--- src/hw/rtl/yee_pkg.sv ---
// ----------------------------------------------------------------------------
// yee_pkg
// Shared constants, codes and types of the 1D Yee field solver block.
// ----------------------------------------------------------------------------
package yee_pkg;

	// Grid geometry and stored field format
	localparam int MAX_CELLS   = 1024;
	localparam int FIELD_WIDTH = 32;
	localparam int CELL_W      = $clog2(MAX_CELLS);
	localparam int NUM_CELLS_W = 11;
	localparam int CNT_W       = (NUM_CELLS_W > CELL_W + 1) ? NUM_CELLS_W : CELL_W + 1;

	// Fixed field widths of the ports
	localparam int COEF_W     = 48;
	localparam int SRC_CELL_W = 10;
	localparam int SRC_W      = 32;
	localparam int VALUE_W    = 32;
	localparam int STATUS_W   = 2;
	localparam int REQ_W      = 2;
	localparam int INDEX_W    = 10;

	// Update datapath widths
	localparam int D_W       = (FIELD_WIDTH + 1 > SRC_W + 1) ? FIELD_WIDTH + 1 : SRC_W + 1;
	localparam int M_W       = D_W;
	localparam int COEF_LO_W = COEF_W / 2;
	localparam int COEF_HI_W = COEF_W - COEF_LO_W;
	localparam int ACC_W     = M_W + COEF_W;
	localparam int FRAC_SH   = 32;
	localparam int Q_W       = ACC_W - FRAC_SH;
	localparam int CAP_SH    = 62;
	localparam int QX_W      = (Q_W > CAP_SH + 1) ? Q_W : CAP_SH + 1;
	localparam int SUB_W     = QX_W + 2;

	// Configuration port
	localparam int ADDR_W    = 6;
	localparam int DATA_W    = 64;
	localparam int REG_IDX_W = 3;
	localparam int REG_LSB   = 3;

	localparam logic [REG_IDX_W-1:0] REG_NUM_CELLS     = 3'd0;
	localparam logic [REG_IDX_W-1:0] REG_E_COEF        = 3'd1;
	localparam logic [REG_IDX_W-1:0] REG_H_COEF        = 3'd2;
	localparam logic [REG_IDX_W-1:0] REG_SOURCE_CELL   = 3'd3;
	localparam logic [REG_IDX_W-1:0] REG_SOURCE_ENABLE = 3'd4;

	localparam logic [NUM_CELLS_W-1:0] NUM_CELLS_RST = NUM_CELLS_W'(MAX_CELLS);

	// Request codes
	localparam logic [REQ_W-1:0] REQ_STEP  = 2'd0;
	localparam logic [REQ_W-1:0] REQ_RD_E  = 2'd1;
	localparam logic [REQ_W-1:0] REQ_RD_H  = 2'd2;
	localparam logic [REQ_W-1:0] REQ_CLEAR = 2'd3;

	// Status codes
	localparam logic [STATUS_W-1:0] STAT_OK    = 2'd0;
	localparam logic [STATUS_W-1:0] STAT_RANGE = 2'd1;
	localparam logic [STATUS_W-1:0] STAT_SAT   = 2'd2;

	typedef logic signed [FIELD_WIDTH-1:0] field_t;

	typedef enum logic [3:0] {
		ST_CLEAR,
		ST_IDLE,
		ST_RD_ADDR,
		ST_RD_DATA,
		ST_PRIME_RD,
		ST_PRIME_LD,
		ST_C_RD,
		ST_C_LD,
		ST_C_M0,
		ST_C_M1,
		ST_C_RN,
		ST_C_WR
	} state_t;

	typedef enum logic [1:0] {
		PH_E,
		PH_SRC,
		PH_H
	} phase_t;

	// Control of the shared update unit, one strobe per micro step
	typedef struct packed {
		logic load;
		logic mul_lo;
		logic mul_hi;
		logic rnd;
	} upd_ctl_t;

	// Low result bits of a stored value, sign extended where the field is narrow
	function automatic logic signed [VALUE_W-1:0] to_value(input field_t x);
		return VALUE_W'(x);
	endfunction

endpackage

--- src/hw/rtl/yee_upd.sv ---
// ----------------------------------------------------------------------------
// yee_upd
// Shared cell update unit: old - round(|a - b| * coef / 2^32) with sign,
// multiplied in two partial products, then saturated to the field range.
// ----------------------------------------------------------------------------
module yee_upd (
	input  logic                              clk,
	input  logic                              arst_n,
	input  yee_pkg::upd_ctl_t                 ctl,
	input  logic signed [yee_pkg::D_W-1:0]    a,
	input  logic signed [yee_pkg::D_W-1:0]    b,
	input  yee_pkg::field_t                   old,
	input  logic [yee_pkg::COEF_W-1:0]        coef,
	output yee_pkg::field_t                   result,
	output logic                              sat
);

	import yee_pkg::*;

	localparam field_t FMAX = {1'b0, {(FIELD_WIDTH-1){1'b1}}};
	localparam field_t FMIN = {1'b1, {(FIELD_WIDTH-1){1'b0}}};
	localparam logic [QX_W-1:0] CAP = QX_W'(1) << CAP_SH;
	localparam logic [ACC_W-1:0] HALF = ACC_W'(1) << (FRAC_SH - 1);

	logic [M_W-1:0]          m_q;
	logic                    neg_q;
	field_t                  old_q;
	logic [ACC_W-1:0]        acc_q;
	logic [QX_W-1:0]         q_q;

	logic signed [D_W-1:0]   diff;
	logic [M_W-1:0]          mag;
	logic [COEF_HI_W-1:0]    coef_part;
	logic [M_W+COEF_HI_W-1:0] prod;
	logic [ACC_W-1:0]        rsum;
	logic [QX_W-1:0]         q_ext;
	logic signed [SUB_W-1:0] term;
	logic signed [SUB_W-1:0] diffr;

	// Form the signed difference and its magnitude
	always_comb begin
		diff = a - b;
		mag  = diff[D_W-1] ? M_W'(-diff) : M_W'(diff);
	end

	// Share one multiplier over the low and high coefficient halves
	always_comb begin
		coef_part = ctl.mul_hi ? coef[COEF_W-1:COEF_LO_W] : COEF_HI_W'(coef[COEF_LO_W-1:0]);
		prod      = (M_W+COEF_HI_W)'(m_q) * (M_W+COEF_HI_W)'(coef_part);
	end

	// Round half away from zero on the magnitude, cap huge terms
	always_comb begin
		rsum  = acc_q + HALF;
		q_ext = QX_W'(rsum[ACC_W-1:FRAC_SH]);
	end

	// Operand, accumulator and rounded term registers
	always_ff @(posedge clk or negedge arst_n) begin
		if (!arst_n) begin
			neg_q <= 1'b0;
		end else if (ctl.load) begin
			neg_q <= diff[D_W-1];
		end
	end

	always_ff @(posedge clk) begin
		if (ctl.load) begin
			m_q   <= mag;
			old_q <= old;
		end
		if (ctl.mul_lo) begin
			acc_q <= ACC_W'(prod);
		end else if (ctl.mul_hi) begin
			acc_q <= acc_q + (ACC_W'(prod) << COEF_LO_W);
		end
		if (ctl.rnd) begin
			q_q <= (q_ext > CAP) ? CAP : q_ext;
		end
	end

	// Subtract the signed term and clamp to the field range
	always_comb begin
		term  = neg_q ? -$signed({2'b00, q_q}) : $signed({2'b00, q_q});
		diffr = SUB_W'(old_q) - term;
		if (diffr > SUB_W'(FMAX)) begin
			result = FMAX;
			sat    = 1'b1;
		end else if (diffr < SUB_W'(FMIN)) begin
			result = FMIN;
			sat    = 1'b1;
		end else begin
			result = FIELD_WIDTH'(diffr);
			sat    = 1'b0;
		end
	end

endmodule

--- config.mk ---
export PLATFORM = sky130hd
export DESIGN_NAME = yee_upd
export DESIGN_NICKNAME = d
export VERILOG_FILES = /design/src/hw/rtl/yee_pkg.sv /design/src/hw/rtl/yee_upd.sv
export SDC_FILE = /design/constraint.sdc
export NUM_CORES = 2
export LEC_CHECK = 0
export BUFFER_PORTS_ARGS = -buffer_cell sky130_fd_sc_hd__buf_4
export CAP_MARGIN = 20
export CELL_PAD_IN_SITES_DETAIL_PLACEMENT = 0
export CELL_PAD_IN_SITES_GLOBAL_PLACEMENT = 1
export CORE_MARGIN = 5
export CORE_UTILIZATION = 46
export CTS_CLUSTER_DIAMETER = 120
export CTS_CLUSTER_SIZE = 20
export DETAILED_ROUTE_END_ITERATION = 6
export PLACE_DENSITY = 0.89
export SLEW_MARGIN = 10
export SYNTH_ARGS = -nofsm -noshare
export SYNTH_HDL_FRONTEND = slang
export SYNTH_SLANG_ARGS = --single-unit
--- constraint.sdc ---
create_clock -name clk -period 8.5 [get_ports clk]
set_input_delay 1.7 -clock clk [delete_from_list [all_inputs] [get_ports clk]]
set_output_delay 1.7 -clock clk [all_outputs]
set_load 0.01 [all_outputs]
==> results.md <==
* Crit end category: flip-flop
* DR WL/cell at approximately 19 µm
* Final #Nets at between 6000 and 7000
* Worst reg2reg path depth at 38
* Die width at ~310 µm
* WHS Endpoint: acc_q[80]
* Clk slew on worst S/H paths at ~0.070 ns
* Slew headroom at about a quarter
* Starting Density at 46.4%
* Via count at around 37000
* Most frequent CP cell: fa_1
* Share of cells above drive strength 1 at a little over a quarter
* ANT nets after route at 0
* Die H at approximately 310 µm
* Row Count at 111
* Metal2 WL at 65200 µm
* Syn_nets at approximately 6000
* Area Overhead vs Synth at 28.5%
* Critical Path Start Type: input pin
* DP HPWL at 107000 µm
* CTS root buffer: clkbuf_16
* Place WS at -2.74 ns
* Mux cell area share after synthesis at around 1.2%
* First-pass GRT wire length at a little over 200000 µm
* Largest net degree at the start of global routing at about 70
* Cell taking the most area after synthesis: fa_1
* Synth cell types at 101
* Number of synthesized flops with an enable pin at around 150
* Largest family of logic cells by synthesized area: adder cells
* Final core occ at approximately 60%
* Vias per cell at roughly 5.4
* CTS Buffer Depth at 2
* Area fraction in compound gates after synthesis at between 10 and 15%
* CTS H-tree lvls at 4
* Simple-gate share of the synthesized area at between 10% and 20%
* Reg-to-Reg Start: m_q[11]
* Skew final at around 0.019 ns
* Post-route minimum period at around 10 ns
* Worst skew pair latency at around 0.46 ns
* Number of CTS-inserted buffers at 17
* Syn_area_per_cell at 8.82 µm²
* Synth Area in XOR/XNOR at approximately 6.6%
* Most frequent cells in the layout: buf_4 (813), inv_1 (810), fa_1 (671)
* Port Buf Inserts at around 180
* Post-synth top flop: edfxtp_1
* Hold Crit Class: reg2reg
* IO Pins at approximately 190
* CTS tree: yes
* Max-Cap Viols at 0
* Top cells by area, synth: fa_1 (32%), edfxtp_1 (10%), ha_1 (10%)
* WP data required at 8.85 ns
* Post-Synthesis Cells at a little under 5000
* Failing checks: setup timing
* Final WL at between 100000 and 150000 µm
* DP Cell Count at 6694
* Critical Path Fanout Max at 6
* Yosys warning count at 0
* Wl on met1 at 52200 µm
* GPL Wtd Cong at between 0.9 and 1
* Final WS setup at -1.90 ns
* FF+latch count, synth at around 170
* Slowest stage cell on the critical path: fa_1
* Seq/Total Area, Yosys at 11.5%
* Reg2reg setup slack at -0.68 ns
* Worst-Margin Slew at ~1.1 ns
* Fmax at between 0.09 and 0.1 GHz
* RSZ-0062 raised after global routing: yes
* Non-Filler Instances at roughly 7000
* Synth top area share at about a third
* DRT Pass-1 Iters at 6
* Diodes inserted at 0
* Status: finished with violations
* Hold Crit Start: acc_q[80]
* Hold path cells at 3
* Crit path largest cell delay at 0.56 ns
* Commonest non-fill, non-tap cell in the layout: buf_4
* Count of final hold-check violations at 0
* Ys async rst share at less than 1%
* CTS Sinks at ~170
* # hold bufs at CTS at 0
* Core box area at 91800 µm²
* Post-route clock period utilization at 122%
* Initial antenna violation count at 0
* Detailed route wirelength on metal3 at between 7000 and 8000 µm
* Fillcell total at 7702
* Drt drc at 0
* Max Used Layer: met4
* Fin. max-slew vios at 0
* Syn Std Cell Area at about 43000 µm²
* Final setup violation count at 75
* Kind of critical path: in2reg
* Worst r2r dst: acc_q[79]
* Vias in the first global route at 38800
* Crit path DAT at ~11 ns
* Gr ovfl total at 0
* Synthesized-area fraction occupied by adder cells at approximately 42%
* Die Area at about 99000 µm²
* GRT Total Usage at around a quarter
* DR iter-0 viols at 2587
cell type report:
| cell class | count | area [µm²] | share of cell area (%) |
|---|---|---|---|
| clock inverter | 15 | 175 | 0.320 |
| sequential | 172 | 4920 | 8.99 |
| inverter | 836 | 3140 | 5.73 |
| clock buffer | 17 | 425 | 0.777 |
| multi-input combinational | 3599 | 36100 | 66.0 |
| tap | 1243 | 1560 | 2.84 |
| timing repair buffer | 957 | 8390 | 15.3 |
layer usage:
metal | vias to the layer above | GRT usage, %
met1 | 18500 | 33.5
met5 | - | 0
li1 | 17000 | -
met4 | 0 | 11.0
met3 | 291 | 2.65
met2 | 1286 | 44.7
worst max-delay path by stage:
stage | start | end | slack [ns]
after detailed placement | ctl[1] | acc_q[78] | -2.74
final | ctl[1] | acc_q[79] | -1.90
after global routing | ctl[1] | acc_q[79] | -2.27
after CTS | ctl[1] | acc_q[79] | -1.85
after global placement | ctl[1] | acc_q[78] | -2.64
after floorplan | ctl[1] | acc_q[78] | -2.00
stage by stage:
stage / area, µm² / hold slack (ns) / setup TNS (ns)
global placement: 50900 / 0.537 / -87.23
finish: 54700 / 0.576 / -63.51
floorplan: 43300 / 0.516 / -45.15
CTS: 53300 / 0.563 / -57.54
global route: 54700 / 0.619 / -82.35
detailed placement: 50900 / 0.552 / -91.26
state kept, by name, summed over array words and instances, names as in the netlist:
| name | flops |
|---|---|
| m_q | 33 |
| old_q | 32 |
| q_q | 49 |
| neg_q | 1 |
| acc_q | 57 |
logic make-up after synthesis:
logic type / count (synthesis)
AOI/OAI and AO/OA: 764
xor gates and xnor gates: 318
adders and majority gates: 1027
buffers and inverters: 1067
DFF: 172
muxes: 49
and+or+nand+nor: 1433
critical path, delay by kind of cell:
kind	cells	cell delay (ns)
AO/OA/AOI/OAI	18	3.29
XOR/XNOR	2	0.17
adder cells (fa/ha/maj)	9	3.82
buffers and inverters	8	0.67
multiplexers	1	0.27
AND/OR/NAND/NOR	7	0.78
synthesized netlist by cell type, drive strengths merged, types with 27 or more instances:
cell type,number
nand4,49
nand2b,39
xnor2,176
o21bai,41
clkbuf,200
nand2,614
edfxtp,147
and2,269
o41ai,27
inv,836
and3,34
nor3,34
o31ai,29
a21oi,220
nand3,70
fa,683
nor2,132
o21ai,130
xor2,142
nor2b,118
a21o,128
ha,344
buf,31
repair_timing:
action	in CTS	in global routing
resized for setup	238	232
cloned	10	3
pin swaps	163	130
buffers inserted	63	57
setup endpoints to repair	80	83
Power is left out: the tool's default activity adds up to more than one toggle a clock period on the data nets, which glitch-free logic cannot reach.
